<file path="src/rtl/core/polynomial_add_sub_mul_macros.svh">
// Assertion macros shared by the polynomial block.
`ifndef POLYNOMIAL_ADD_SUB_MUL_MACROS_SVH
`define POLYNOMIAL_ADD_SUB_MUL_MACROS_SVH

// Same-cycle implication, clocked on clk_i, off during reset.
`define PASM_ASSERT_SAME(lbl, ante, cons) \
  lbl: assert property (@(posedge clk_i) disable iff (!rst_ni) (ante) |-> (cons)) \
    else $error("pasm: same-cycle check failed");

// Next-cycle implication, clocked on clk_i, off during reset.
`define PASM_ASSERT_NEXT(lbl, ante, cons) \
  lbl: assert property (@(posedge clk_i) disable iff (!rst_ni) (ante) |=> (cons)) \
    else $error("pasm: next-cycle check failed");

`endif

</file>
<file path="src/rtl/core/pasm_pkg.sv">
// Package: field widths, defaults, kind codes and control structs of the polynomial block.
package pasm_pkg;

  localparam int unsigned NUM_TERMS_DEF = 25;
  localparam int unsigned COEF_BITS_DEF = 16;

  localparam int unsigned KIND_W   = 2;
  localparam int unsigned INDEX_W  = 5;
  localparam int unsigned COEF_W   = 16;
  localparam int unsigned DEGREE_W = 6;
  localparam int unsigned SUM_W    = 17;
  localparam int unsigned DIFF_W   = 17;
  localparam int unsigned PROD_W   = 36;

  typedef enum logic [KIND_W-1:0] {
    KIND_LOAD_A  = 2'd0,
    KIND_LOAD_B  = 2'd1,
    KIND_COMPUTE = 2'd2,
    KIND_CLEAR   = 2'd3
  } kind_e;

  // Store write controls.
  typedef struct packed {
    logic we_a;
    logic we_b;
    logic clr;
  } pasm_wr_t;

  // One issued operation of the multiply-accumulate walk.
  typedef struct packed {
    logic valid;     // read pair issued
    logic start;     // clear accumulator for a new degree
    logic sum_diff;  // pair is A[d], B[d] for sum and difference
    logic last;      // last product pair of this degree
  } pasm_op_t;

endpackage

</file>
<file path="src/rtl/core/pasm_in_if.sv">
// Input channel: command words with valid/ready handshake.
interface pasm_in_if import pasm_pkg::*; ();
  logic                      valid;
  logic                      ready;
  logic [KIND_W-1:0]         kind;
  logic [INDEX_W-1:0]        term_index;
  logic signed [COEF_W-1:0]  coef_value;

  modport source (output valid, kind, term_index, coef_value, input ready);
  modport sink   (input valid, kind, term_index, coef_value, output ready);
endinterface

</file>
<file path="src/rtl/core/pasm_out_if.sv">
// Output channel: per-degree result words with valid/ready handshake.
interface pasm_out_if import pasm_pkg::*; ();
  logic                      valid;
  logic                      ready;
  logic [DEGREE_W-1:0]       degree;
  logic signed [SUM_W-1:0]   sum_term;
  logic signed [DIFF_W-1:0]  diff_term;
  logic signed [PROD_W-1:0]  product_term;
  logic                      last;

  modport source (output valid, degree, sum_term, diff_term, product_term, last,
                  input ready);
  modport sink   (input valid, degree, sum_term, diff_term, product_term, last,
                  output ready);
endinterface

</file>
<file path="src/rtl/core/pasm_mac.sv">
// Coefficient stores and the shared read, multiply and accumulate pipeline.
module pasm_mac import pasm_pkg::*; #(
  parameter int unsigned NUM_TERMS = NUM_TERMS_DEF,
  parameter int unsigned COEF_BITS = COEF_BITS_DEF,
  localparam int unsigned AW = $clog2(NUM_TERMS)
) (
  input  logic                         clk_i,
  input  logic                         rst_ni,
  input  pasm_wr_t                     wr_i,
  input  logic [AW-1:0]                wr_addr_i,
  input  logic signed [COEF_BITS-1:0]  wr_data_i,
  input  pasm_op_t                     op_i,
  input  logic [AW-1:0]                rd_i_i,
  input  logic [AW-1:0]                rd_j_i,
  output logic                         done_o,
  output logic signed [SUM_W-1:0]      sum_o,
  output logic signed [DIFF_W-1:0]     diff_o,
  output logic signed [PROD_W-1:0]     prod_o
);

  logic signed [COEF_BITS-1:0] mem_a [NUM_TERMS];
  logic signed [COEF_BITS-1:0] mem_b [NUM_TERMS];
  logic [NUM_TERMS-1:0]        vld_a_q, vld_b_q;

  logic signed [COEF_BITS-1:0] rd_a_q, rd_b_q;
  logic                        va_q, vb_q;
  pasm_op_t                    s1_q, s2_q;

  logic signed [COEF_BITS-1:0]   ma, mb;
  logic signed [2*COEF_BITS-1:0] pf;
  logic signed [32:0]            sa, sb;
  logic signed [PROD_W-1:0]      prod_q;
  logic signed [SUM_W-1:0]       sum_s2_q;
  logic signed [DIFF_W-1:0]      diff_s2_q;

  logic signed [PROD_W-1:0]      acc_q;
  logic signed [SUM_W-1:0]       sum_q;
  logic signed [DIFF_W-1:0]      diff_q;
  logic                          done_q;

  // store writes and registered reads
  always_ff @(posedge clk_i) begin
    if (wr_i.we_a) mem_a[wr_addr_i] <= wr_data_i;
    if (wr_i.we_b) mem_b[wr_addr_i] <= wr_data_i;
    rd_a_q <= mem_a[rd_i_i];
    rd_b_q <= mem_b[rd_j_i];
    va_q   <= vld_a_q[rd_i_i];
    vb_q   <= vld_b_q[rd_j_i];
  end

  // entry valid bits: unwritten entries read as zero
  always_ff @(posedge clk_i or negedge rst_ni) begin
    if (!rst_ni) begin
      vld_a_q <= '0;
      vld_b_q <= '0;
    end else if (wr_i.clr) begin
      vld_a_q <= '0;
      vld_b_q <= '0;
    end else begin
      if (wr_i.we_a) vld_a_q[wr_addr_i] <= 1'b1;
      if (wr_i.we_b) vld_b_q[wr_addr_i] <= 1'b1;
    end
  end

  assign ma = va_q ? rd_a_q : '0;
  assign mb = vb_q ? rd_b_q : '0;
  assign pf = ma * mb;
  assign sa = 33'(ma);
  assign sb = 33'(mb);

  // multiply stage
  always_ff @(posedge clk_i) begin
    prod_q    <= PROD_W'(pf);
    sum_s2_q  <= SUM_W'(sa + sb);
    diff_s2_q <= DIFF_W'(sa - sb);
  end

  always_ff @(posedge clk_i or negedge rst_ni) begin
    if (!rst_ni) begin
      s1_q   <= '0;
      s2_q   <= '0;
      done_q <= 1'b0;
    end else begin
      s1_q   <= op_i;
      s2_q   <= s1_q;
      done_q <= s2_q.valid && s2_q.last;
    end
  end

  // accumulate stage
  always_ff @(posedge clk_i) begin
    if (op_i.start) begin
      acc_q  <= '0;
      sum_q  <= '0;
      diff_q <= '0;
    end else if (s2_q.valid) begin
      if (s2_q.sum_diff) begin
        sum_q  <= sum_s2_q;
        diff_q <= diff_s2_q;
      end else begin
        acc_q <= acc_q + prod_q;
      end
    end
  end

  assign done_o = done_q;
  assign sum_o  = sum_q;
  assign diff_o = diff_q;
  assign prod_o = acc_q;

endmodule

</file>
<file path="src/rtl/core/polynomial_add_sub_mul.sv">
// Top level: polynomial add, subtract and multiply over two coefficient stores.
//
// Input channel in_i carries command words: load A, load B, compute, clear.
// A load writes one coefficient (index NUM_TERMS or more is dropped); clear
// zeroes both stores. Load and clear give no output word.
// A compute word emits 2*NUM_TERMS-1 result words on out_o, degree 0 upward,
// each with A+B, A-B (zero above degree NUM_TERMS-1), the convolution term,
// and last set on the final degree.
// Compute walk: each degree d runs a setup step, a read of the A[d]/B[d]
// pair when d < NUM_TERMS, the product pairs in turn, a pipeline drain and
// an emit step. The walk is bound by the single shared multiplier and the
// one read port of each store. in_i is not ready during a compute run.
// Output stall: the result register holds its word until taken; the walk
// waits at each degree's emit step while the register is still full.
// Reset: both stores read as zero (per-entry valid bits cleared), the
// sequencer returns to idle and no output word is pending.
`include "polynomial_add_sub_mul_macros.svh"

module polynomial_add_sub_mul import pasm_pkg::*; #(
  parameter int unsigned NUM_TERMS = NUM_TERMS_DEF,
  parameter int unsigned COEF_BITS = COEF_BITS_DEF
) (
  input  logic       clk_i,
  input  logic       rst_ni,
  pasm_in_if.sink    in_i,
  pasm_out_if.source out_o
);

  localparam int unsigned AW    = $clog2(NUM_TERMS);
  localparam int unsigned DEG_W = $clog2(2*NUM_TERMS-1);
  localparam logic [DEG_W-1:0]    LAST_DEG     = DEG_W'(2*NUM_TERMS-2);
  localparam logic [DEG_W-1:0]    TERMS_DEG    = DEG_W'(NUM_TERMS);
  localparam logic [DEG_W-1:0]    TOP_TERM     = DEG_W'(NUM_TERMS-1);
  localparam logic [DEGREE_W-1:0] LAST_DEG_OUT = DEGREE_W'(2*NUM_TERMS-2);

  typedef enum logic [2:0] {
    ST_IDLE,
    ST_START,   // clear accumulator, set first pair
    ST_SD,      // read A[d], B[d]
    ST_MAC,     // one product pair per cycle
    ST_DRAIN,   // wait for the pipeline to finish the degree
    ST_EMIT     // hand the degree to the output register
  } state_e;

  state_e           state_q;
  logic [DEG_W-1:0] deg_q, i_q;

  logic                       out_valid_q, out_last_q;
  logic [DEGREE_W-1:0]        out_deg_q;
  logic signed [SUM_W-1:0]    out_sum_q;
  logic signed [DIFF_W-1:0]   out_diff_q;
  logic signed [PROD_W-1:0]   out_prod_q;

  kind_e            in_kind;
  logic             in_accept, idx_ok, slot_free;
  logic             cmd_start;
  logic             deg_lt_n;
  logic [DEG_W-1:0] lo, hi, j_full;

  pasm_wr_t                    wr;
  pasm_op_t                    op;
  logic [AW-1:0]               rd_i, rd_j;
  logic                        dp_done;
  logic signed [SUM_W-1:0]     dp_sum;
  logic signed [DIFF_W-1:0]    dp_diff;
  logic signed [PROD_W-1:0]    dp_prod;

  assign in_kind   = kind_e'(in_i.kind);
  assign in_i.ready = (state_q == ST_IDLE);
  assign in_accept = in_i.valid && in_i.ready;
  assign cmd_start = in_accept && (in_kind == KIND_COMPUTE);
  assign idx_ok    = {2'b00, in_i.term_index} < 7'(NUM_TERMS);
  assign slot_free = !out_valid_q || out_o.ready;

  // store writes go straight to the datapath
  assign wr.we_a = in_accept && (in_kind == KIND_LOAD_A) && idx_ok;
  assign wr.we_b = in_accept && (in_kind == KIND_LOAD_B) && idx_ok;
  assign wr.clr  = in_accept && (in_kind == KIND_CLEAR);

  // pair range of the current degree: i in [lo, hi], j = d - i
  assign deg_lt_n = deg_q < TERMS_DEG;
  assign lo       = deg_lt_n ? '0 : deg_q - TOP_TERM;
  assign hi       = deg_lt_n ? deg_q : TOP_TERM;
  assign j_full   = deg_q - i_q;

  always_comb begin
    op   = '0;
    rd_i = i_q[AW-1:0];
    rd_j = j_full[AW-1:0];
    case (state_q)
      ST_START: op.start = 1'b1;
      ST_SD: begin
        op.valid    = 1'b1;
        op.sum_diff = 1'b1;
        rd_i        = deg_q[AW-1:0];
        rd_j        = deg_q[AW-1:0];
      end
      ST_MAC: begin
        op.valid = 1'b1;
        op.last  = (i_q == hi);
      end
      default: op = '0;
    endcase
  end

  pasm_mac #(
    .NUM_TERMS (NUM_TERMS),
    .COEF_BITS (COEF_BITS)
  ) u_mac (
    .clk_i     (clk_i),
    .rst_ni    (rst_ni),
    .wr_i      (wr),
    .wr_addr_i (AW'(in_i.term_index)),
    .wr_data_i (COEF_BITS'(in_i.coef_value)),
    .op_i      (op),
    .rd_i_i    (rd_i),
    .rd_j_i    (rd_j),
    .done_o    (dp_done),
    .sum_o     (dp_sum),
    .diff_o    (dp_diff),
    .prod_o    (dp_prod)
  );

  // sequencer and output register
  always_ff @(posedge clk_i or negedge rst_ni) begin
    if (!rst_ni) begin
      state_q     <= ST_IDLE;
      deg_q       <= '0;
      i_q         <= '0;
      out_valid_q <= 1'b0;
      out_last_q  <= 1'b0;
      out_deg_q   <= '0;
      out_sum_q   <= '0;
      out_diff_q  <= '0;
      out_prod_q  <= '0;
    end else begin
      if (out_o.ready) out_valid_q <= 1'b0;
      case (state_q)
        ST_IDLE: begin
          if (cmd_start) begin
            deg_q   <= '0;
            state_q <= ST_START;
          end
        end
        ST_START: begin
          i_q     <= lo;
          state_q <= deg_lt_n ? ST_SD : ST_MAC;
        end
        ST_SD: state_q <= ST_MAC;
        ST_MAC: begin
          if (i_q == hi) state_q <= ST_DRAIN;
          else           i_q     <= i_q + 1'b1;
        end
        ST_DRAIN: begin
          if (dp_done) state_q <= ST_EMIT;
        end
        ST_EMIT: begin
          if (slot_free) begin
            out_valid_q <= 1'b1;
            out_last_q  <= (deg_q == LAST_DEG);
            out_deg_q   <= DEGREE_W'(deg_q);
            out_sum_q   <= dp_sum;
            out_diff_q  <= dp_diff;
            out_prod_q  <= dp_prod;
            if (deg_q == LAST_DEG) begin
              state_q <= ST_IDLE;
            end else begin
              deg_q   <= deg_q + 1'b1;
              state_q <= ST_START;
            end
          end
        end
        default: state_q <= ST_IDLE;
      endcase
    end
  end

  assign out_o.valid        = out_valid_q;
  assign out_o.degree       = out_deg_q;
  assign out_o.sum_term     = out_sum_q;
  assign out_o.diff_term    = out_diff_q;
  assign out_o.product_term = out_prod_q;
  assign out_o.last         = out_last_q;

  // pipeline finishes a degree only while the sequencer waits for it
  `PASM_ASSERT_SAME(a_done_in_drain, dp_done, state_q == ST_DRAIN)
  // a compute word starts the walk at degree zero
  `PASM_ASSERT_NEXT(a_compute_start, cmd_start, (state_q == ST_START) && (deg_q == '0))
  // the end marker rides only on the top degree
  `PASM_ASSERT_SAME(a_last_degree, out_o.valid && out_o.last, out_o.degree == LAST_DEG_OUT)
  // emit with a free slot always presents a word next cycle
  `PASM_ASSERT_NEXT(a_emit_loads, (state_q == ST_EMIT) && slot_free, out_o.valid)

endmodule
</file>
<file path="src/flat_wrapper.sv">
// flat-port wrapper written by rule: the top's interface ports become plain ports
module polynomial_add_sub_mul_flat import pasm_pkg::*;
#(
  parameter int unsigned NUM_TERMS = NUM_TERMS_DEF,
  parameter int unsigned COEF_BITS = COEF_BITS_DEF
)
  (clk_i, rst_ni, in_i_valid, in_i_kind, in_i_term_index, in_i_coef_value, in_i_ready, out_o_valid, out_o_degree, out_o_sum_term, out_o_diff_term, out_o_product_term, out_o_last, out_o_ready);
  pasm_in_if in_i_i ();
  pasm_out_if out_o_i ();
  input  logic clk_i;
  input  logic rst_ni;
  input wire logic [$bits(in_i_i.valid)-1:0] in_i_valid;
  input wire logic [$bits(in_i_i.kind)-1:0] in_i_kind;
  input wire logic [$bits(in_i_i.term_index)-1:0] in_i_term_index;
  input wire logic [$bits(in_i_i.coef_value)-1:0] in_i_coef_value;
  output wire logic [$bits(in_i_i.ready)-1:0] in_i_ready;
  output wire logic [$bits(out_o_i.valid)-1:0] out_o_valid;
  output wire logic [$bits(out_o_i.degree)-1:0] out_o_degree;
  output wire logic [$bits(out_o_i.sum_term)-1:0] out_o_sum_term;
  output wire logic [$bits(out_o_i.diff_term)-1:0] out_o_diff_term;
  output wire logic [$bits(out_o_i.product_term)-1:0] out_o_product_term;
  output wire logic [$bits(out_o_i.last)-1:0] out_o_last;
  input wire logic [$bits(out_o_i.ready)-1:0] out_o_ready;
  assign in_i_i.valid = in_i_valid;
  assign in_i_i.kind = in_i_kind;
  assign in_i_i.term_index = in_i_term_index;
  assign in_i_i.coef_value = in_i_coef_value;
  assign in_i_ready = in_i_i.ready;
  assign out_o_valid = out_o_i.valid;
  assign out_o_degree = out_o_i.degree;
  assign out_o_sum_term = out_o_i.sum_term;
  assign out_o_diff_term = out_o_i.diff_term;
  assign out_o_product_term = out_o_i.product_term;
  assign out_o_last = out_o_i.last;
  assign out_o_i.ready = out_o_ready;
  polynomial_add_sub_mul #(.NUM_TERMS(NUM_TERMS), .COEF_BITS(COEF_BITS)) u_core (.clk_i(clk_i), .rst_ni(rst_ni), .in_i(in_i_i), .out_o(out_o_i));
endmodule
</file>
<file path="config.mk">
export PLATFORM = sky130hd
export DESIGN_NAME = polynomial_add_sub_mul_flat
export DESIGN_NICKNAME = d
export VERILOG_FILES = /design/src/rtl/core/pasm_pkg.sv /design/src/rtl/core/pasm_in_if.sv /design/src/rtl/core/pasm_out_if.sv /design/src/rtl/core/pasm_mac.sv /design/src/rtl/core/polynomial_add_sub_mul.sv /design/src/flat_wrapper.sv
export VERILOG_INCLUDE_DIRS = /design/src /design/src/rtl/core
export SDC_FILE = /design/constraint.sdc
export NUM_CORES = 2
export LEC_CHECK = 0
export BUFFER_PORTS_ARGS = -buffer_cell sky130_fd_sc_hd__buf_4
export CAP_MARGIN = 5
export CELL_PAD_IN_SITES_DETAIL_PLACEMENT = 1
export CELL_PAD_IN_SITES_GLOBAL_PLACEMENT = 1
export CORE_MARGIN = 5
export CORE_UTILIZATION = 50
export DETAILED_ROUTE_END_ITERATION = 7
export PLACE_DENSITY = 0.73
export SLEW_MARGIN = 20
export SYNTH_ARGS = -nofsm -noshare
export SYNTH_HDL_FRONTEND = slang
export SYNTH_HIERARCHICAL = 1
export SYNTH_SLANG_ARGS = --single-unit
export TNS_END_PERCENT = 5
</file>
<file path="constraint.sdc">
create_clock -name clk_i -period 9.59 [get_ports clk_i]
set_input_delay 0.959 -clock clk_i [delete_from_list [all_inputs] [get_ports clk_i]]
set_output_delay 0.959 -clock clk_i [all_outputs]
set_load 0.03 [all_outputs]
</file>
Word level (Yosys, flattened, before mapping):

Memory sizes are Yosys's and may differ from the RTL's. A register that Yosys moved wholly into a read port is not among the register bits.
Index checks and enable logic that the tools add are counted.

* order comparisons: 6
* multiplexer cells: 40
* multiply operators: 1
* $add $sub $neg: 7
* reductions and logical operators: 24
* equality and inequality tests: 16
* bitwise gates (word level): 3

Operators with widths (number)
* $mux 25: 4
* $or 25x25->25: 2
* $add 36x32->36: 1
* $mux 6: 6
* $mul 16x16->32: 1
* $mux 16: 2
* $pmux 6 s2: 2
* $lt 5x6->1 const B: 3
* $pmux 3 s6: 1
* $add 16x16->17: 1
* $sub 16x16->17: 1
* $mux 1: 16
* $add 6x1->6 const B: 2
* $mux 3: 4
* $bmux 1 s5: 2
* $mux 5: 2
* $logic_and 1x1->1: 9
* $ne 2x2->1 const B: 4
* $reduce_and 2->1: 4
* $reduce_and 4->1: 2
* $reduce_bool 2->1: 4
* $eq 3x2->1 const B: 2
* $eq 3x3->1 const B: 2
* $eq 6x6->1: 1
* 17 further kinds: 19

* memories kept: 2
* memory bits (writable): 800
* input port bits: 27
* flip-flop bits (word level): 288

Memory list
* u_core.u_mac.mem_a: depth 25, width 16, read ports 1, clocked after Yosys merged registers in 1, wr ports 1, line pasm_mac.sv:21 `logic signed [COEF_BITS-1:0] mem_a [NUM_TERMS];`
* u_core.u_mac.mem_b: depth 25, width 16, read ports 1, clocked after Yosys merged registers in 1, wr ports 1, line pasm_mac.sv:22 `logic signed [COEF_BITS-1:0] mem_b [NUM_TERMS];`

Logic depth before layout (Yosys ltp):

* depth in word-level cells: 7
* mapped depth: 29

Cells and area by module:

The synthesis kept the hierarchy.

Modules (own cells, without submodules)
* pasm_mac: area an instance 50053.0 um2, cells each 3410, times used 1
* polynomial_add_sub_mul: area an instance 4302.9 um2, cells each 343, times used 1

Least setup slack after synthesis:

OpenSTA, ideal clock, no wires.

* path kind: register to register
* start point: register u_core.u_mac.va_q
* end point: register u_core.u_mac.prod_q[29]
* arrival time: 6547 ps
* period minus slack after synthesis: 6619 ps
* data required time: 9518 ps
* setup slack: 2971 ps
* setup time: 72 ps
* cell stages (with the launch flop): 26
* path buffers: 2
* path through: dfxtp_1 -> clkbuf_1 -> clkbuf_1 -> nand2_1 -> clkinv_1 -> nand2_1 -> fa_1 -> fa_1 -> fa_1 -> inv_1 -> fa_1 -> fa_1 -> inv_1 -> fa_1 -> inv_1 -> ha_1 -> and3_4 -> a211o_1 -> a31o_4 -> a41oi_2 -> o221ai_2 -> or4_4 -> and3_4 -> o21a_1 -> nor2_2 -> xnor2_1

* longest elaborated chain between the ends: 2

RTL lines
* start: declaration: line pasm_mac.sv:26 `logic va_q, vb_q;`
* start signal: assignment: line pasm_mac.sv:47 `va_q <= vld_a_q[rd_i_i];`
* $mux 16: line pasm_mac.sv:65 `assign ma = va_q ? rd_a_q : '0;`
* $mul 16x16->32: line pasm_mac.sv:67 `assign pf = ma * mb;`
* named net u_core.u_mac.pf[29]: line pasm_mac.sv:30 `logic signed [2*COEF_BITS-1:0] pf;`
* end signal: assignment: line pasm_mac.sv:73 `prod_q <= PROD_W'(pf);`
* end: declaration: line pasm_mac.sv:32 `logic signed [PROD_W-1:0] prod_q;`

The timed path passes the listed nets, and every way through them passes these cells.
A chain may end at the register's enable or synchronous reset.

Worst setup path after layout:

* start point: register u_core.u_mac.va_q
* end point: register u_core.u_mac.prod_q[30]

Same word-level chain as after synthesis.

==> results.toml <==
[synth]
synth-edff-count = 800
yosysWarnings = 6
yosysTopAreaCell = "edfxtp_1"
avgSynthCellArea_um2 = 14.5
synth.net_count = 4204
synthArstFlopShare = 0.134
netlist_instances = 3753
mappedNetlistArea_mm2 = 0.0544
synthMuxAreaShare = 0.135
synth_top_cell_area_share = 0.442
synth_seq_cells = 1118
synth-simple-area-share = 0.0651
synth-compound-area-share = 0.0384
yosysSeqAreaShare = 0.573
synth_xor_area_frac = 0.0153
synthDistinctLibCells = 89
synth_top_family_by_area = "multiplexers"
yosys.area_share.adder = 0.134
synthTopCellsByArea = "edfxtp_1, mux4_2, fa_1"
synthFlopType = "edfxtp_1"

[timing]
finalHoldViolations = 0
timing.setup.tns_ns = 0
timing.slew.headroom = 0.240
skew_ns = 0.0633
setup_viol = 0
maxSlewViolCount = 0
period_needed_ns = 7.66
fin_ws_ns = 1.93
rsz0062_at_grt = "false"
fmaxAchievable_mhz = 131
timing.final.crit_share = 0.798
whs_ns = 0.344
tightest_slew_ns = 1.14

[clock_tree]
ctsHoldBuffers = 0
numCtsBuffers = 115
post-cts-setup-buffers = 0
clock_path_buffers = 3
ctsResizeCount = 0
insertion_delay_ns = 0.74
h-tree-depth = 3
cts_root_buffer = "clkbuf_16"
cts.sinks = 1118
cts_tree = "done"
clkSlewWorstSetupHoldPaths_ns = 0.06

[routing]
wl_mm = 139
wl_per_cell_um = 25.6
vias = 31100
drt.antenna.violating_nets = 0
firstDrtPassIters = 5
drc = 0
drt_iter0_markers = 2275
avgViaCountPerCell = 5.76

[placed_design]
placedCellCount = 5190
dp_hpwl_mm = 93.6
place_congestion = 0.947
post-place-ws_ns = 1.97
io_buffers = 105
place_area_mm2 = 0.0570

[power]
combPwrFrac = 0.448
switching_share = 0.369
internal_power_mw = 12.2
clockPowerShare = 0.240
pwr-share-seq = 0.312
p_sw_mw = 7.11
total_power_mw = 19.3
ir_drop_v = 0.000440
p_leak_nw = 23.7
powerDensity_mw_per_mm2 = 316

[setup_path]
cpPeakStageDelay_ns = 0.70
rrSetupSlack_ns = 1.93
crit_arrival_ns = 8.28
critPathKind = "reg2reg"
cpMaxStageDelayCell = "dfxtp_1"
path_common_cell = "inv_1"
critPathCaptureType = "flip-flop"
cp_max_fo = 16
required_ns = 10.22
startpoint_type = "flip-flop"

[cells_and_area]
n_fill_cell = 10300
design_area_mm2 = 0.0610
multi_input_area_mm2 = 0.0213
syn2layout_area_growth_pct = 12.2
post-route-util = 0.563
drive_gt1_frac = 0.208
finalNetCount = 4344
finalNonFillerCells = 5411
regArea_mm2 = 0.0311

[floorplanning]
die_height_um = 340
core_mm2 = 0.108
die_w_um = 340
initial_core_util = 0.501
io-pin-count = 106
dieArea_mm2 = 0.115
rows = 121

[status]
status = "finished, final reports clean"

[global_route]
grt_pass1_vias = 33900
grt_antenna_before_repair = 6
grt_pass1_wl_mm = 213
gr-usage-all-layers = 0.242
grt_max_degree = 103
grt_overflow = 0

[job]
maxCapViolations = 0

[min_path]
hp-class = "reg2reg"
[power by group through the flow]
stage / logic, mW / clock network (mW) / registers (mW)
after floorplan: 5.92 / 0 / 6.12
after global placement: 8.45 / 0 / 6.11
after detailed placement: 8.63 / 0 / 6.12
after CTS: 8.70 / 4.73 / 6.02
after global routing: 9.32 / 4.96 / 6.06
final: 8.64 / 4.63 / 6.02
[critical path: cells and delay by family, from the launching register on]
family                   cells  cell delay [ns]
buffers and inverters        7             0.89
AO/OA/AOI/OAI                7             1.44
adder cells (fa/ha/maj)      8             3.64
AND/OR/NAND/NOR              3             0.74
flip-flops                   1             0.70
XOR/XNOR                     1             0.14
[final timing paths]
kind                                                startpoint                                        end  cells after the start
worst min-delay path            u_core/u_mac/s1_q[0]$_DFF_PN0_             u_core/u_mac/s2_q[0]$_DFF_PN0_                      0
worst min register to register  u_core/u_mac/s1_q[0]$_DFF_PN0_             u_core/u_mac/s2_q[0]$_DFF_PN0_                      0
worst max register to register       u_core/u_mac/va_q$_DFF_P_            u_core/u_mac/prod_q[30]$_DFF_P_                     26
max in group asynchronous                               rst_ni       u_core/u_mac/vld_b_q[24]$_DFFE_PN0P_                      2
worst max-delay path                 u_core/u_mac/va_q$_DFF_P_            u_core/u_mac/prod_q[30]$_DFF_P_                     26
min in group asynchronous                               rst_ni  u_core/out_o.product_term[34]$_DFFE_PN0P_                      1
[kinds of logic after synthesis]
logic type / after synthesis
flip-flops: 1118
adder cells (fa/ha/maj): 424
buffers and inverters: 545
multiplexers: 416
XOR/XNOR: 95
AO/OA/AOI/OAI: 329
AND/OR/NAND/NOR: 826
[cells in the final DEF, fill, tap and decap left out, types with 19 or more instances in the layout]
cell type,synthesis,routed
edfxtp_1,800,800
inv_1,377,377
nor2_1,341,326
nand2_1,319,319
fa_1,266,266
mux4_2,238,238
buf_4,2,177
mux2_2,175,174
dfxtp_1,168,168
ha_1,158,158
dfrtp_1,150,150
a21oi_1,138,138
clkbuf_16,0,115
xnor2_1,69,69
o21ai_0,48,44
a21o_1,33,33
nand3_1,31,31
clkinv_2,0,26
nor3_1,25,25
xor2_1,26,25
clkbuf_1,112,22
clkinv_1,11,19
[flip-flops by register name, summed over array words and instances (netlist names), 17 cells and up]
| name | cells |
|---|---|
| u_core/u_mac/sum_o | 17 |
| u_core/u_mac/mem_a | 400 |
| u_core/u_mac/vld_b_q | 25 |
| u_core/u_mac/mem_b | 400 |
| u_core/u_mac/prod_q | 32 |
| u_core/out_o.product_term | 36 |
| u_core/out_o.diff_term | 17 |
| u_core/u_mac/prod_o | 36 |
| u_core/u_mac/diff_s2_q | 17 |
| u_core/u_mac/vld_a_q | 25 |
| u_core/out_o.sum_term | 17 |
[synthesized netlist by cell type, types with 4 or more instances]
cell type / instances
edfxtp_1: 800
inv_1: 377
nor2_1: 341
nand2_1: 319
fa_1: 266
mux4_2: 238
mux2_2: 175
dfxtp_1: 168
ha_1: 158
dfrtp_1: 150
a21oi_1: 138
clkbuf_1: 112
xnor2_1: 69
o21ai_0: 48
a21o_1: 33
nand3_1: 31
xor2_1: 26
nor3_1: 25
buf_1: 20
buf_2: 19
nand2b_1: 15
o21bai_1: 15
nor2b_1: 13
and2_1: 12
nand3b_1: 12
clkinv_1: 11
o21ai_1: 11
a211oi_1: 10
a31oi_1: 10
and3_1: 7
a211o_1: 6
and2_0: 6
nor4_1: 6
o21a_1: 6
or3_1: 6
nor3b_1: 5
nor4b_1: 5
o211ai_1: 5
nand4_1: 4
o311ai_0: 4
or4_1: 4
[layout make-up]
| cell class | count | share of cell area |
|---|---|---|
| sequential | 1118 | 0.510 |
| tap | 1414 | 0.0290 |
| timing repair buffer | 179 | 0.0223 |
| inverter | 389 | 0.0239 |
| clock inverter | 71 | 0.0144 |
| clock buffer | 149 | 0.0512 |
| multi-input combinational | 2090 | 0.349 |
| antenna | 1 | 0.0000410 |
[routing by layer]
layer / up-vias / track usage / part of all wire / routed length, um
met5: - / 0 / 0.000094 / 13
li1: 13600 / - / - / -
met4: 2 / 0.0616 / 0.025 / 3460
met1: 16500 / 0.337 / 0.43 / 59700
met3: 215 / 0.0330 / 0.047 / 6540
met2: 865 / 0.408 / 0.50 / 68900
(Power assumes the default switching activity.)
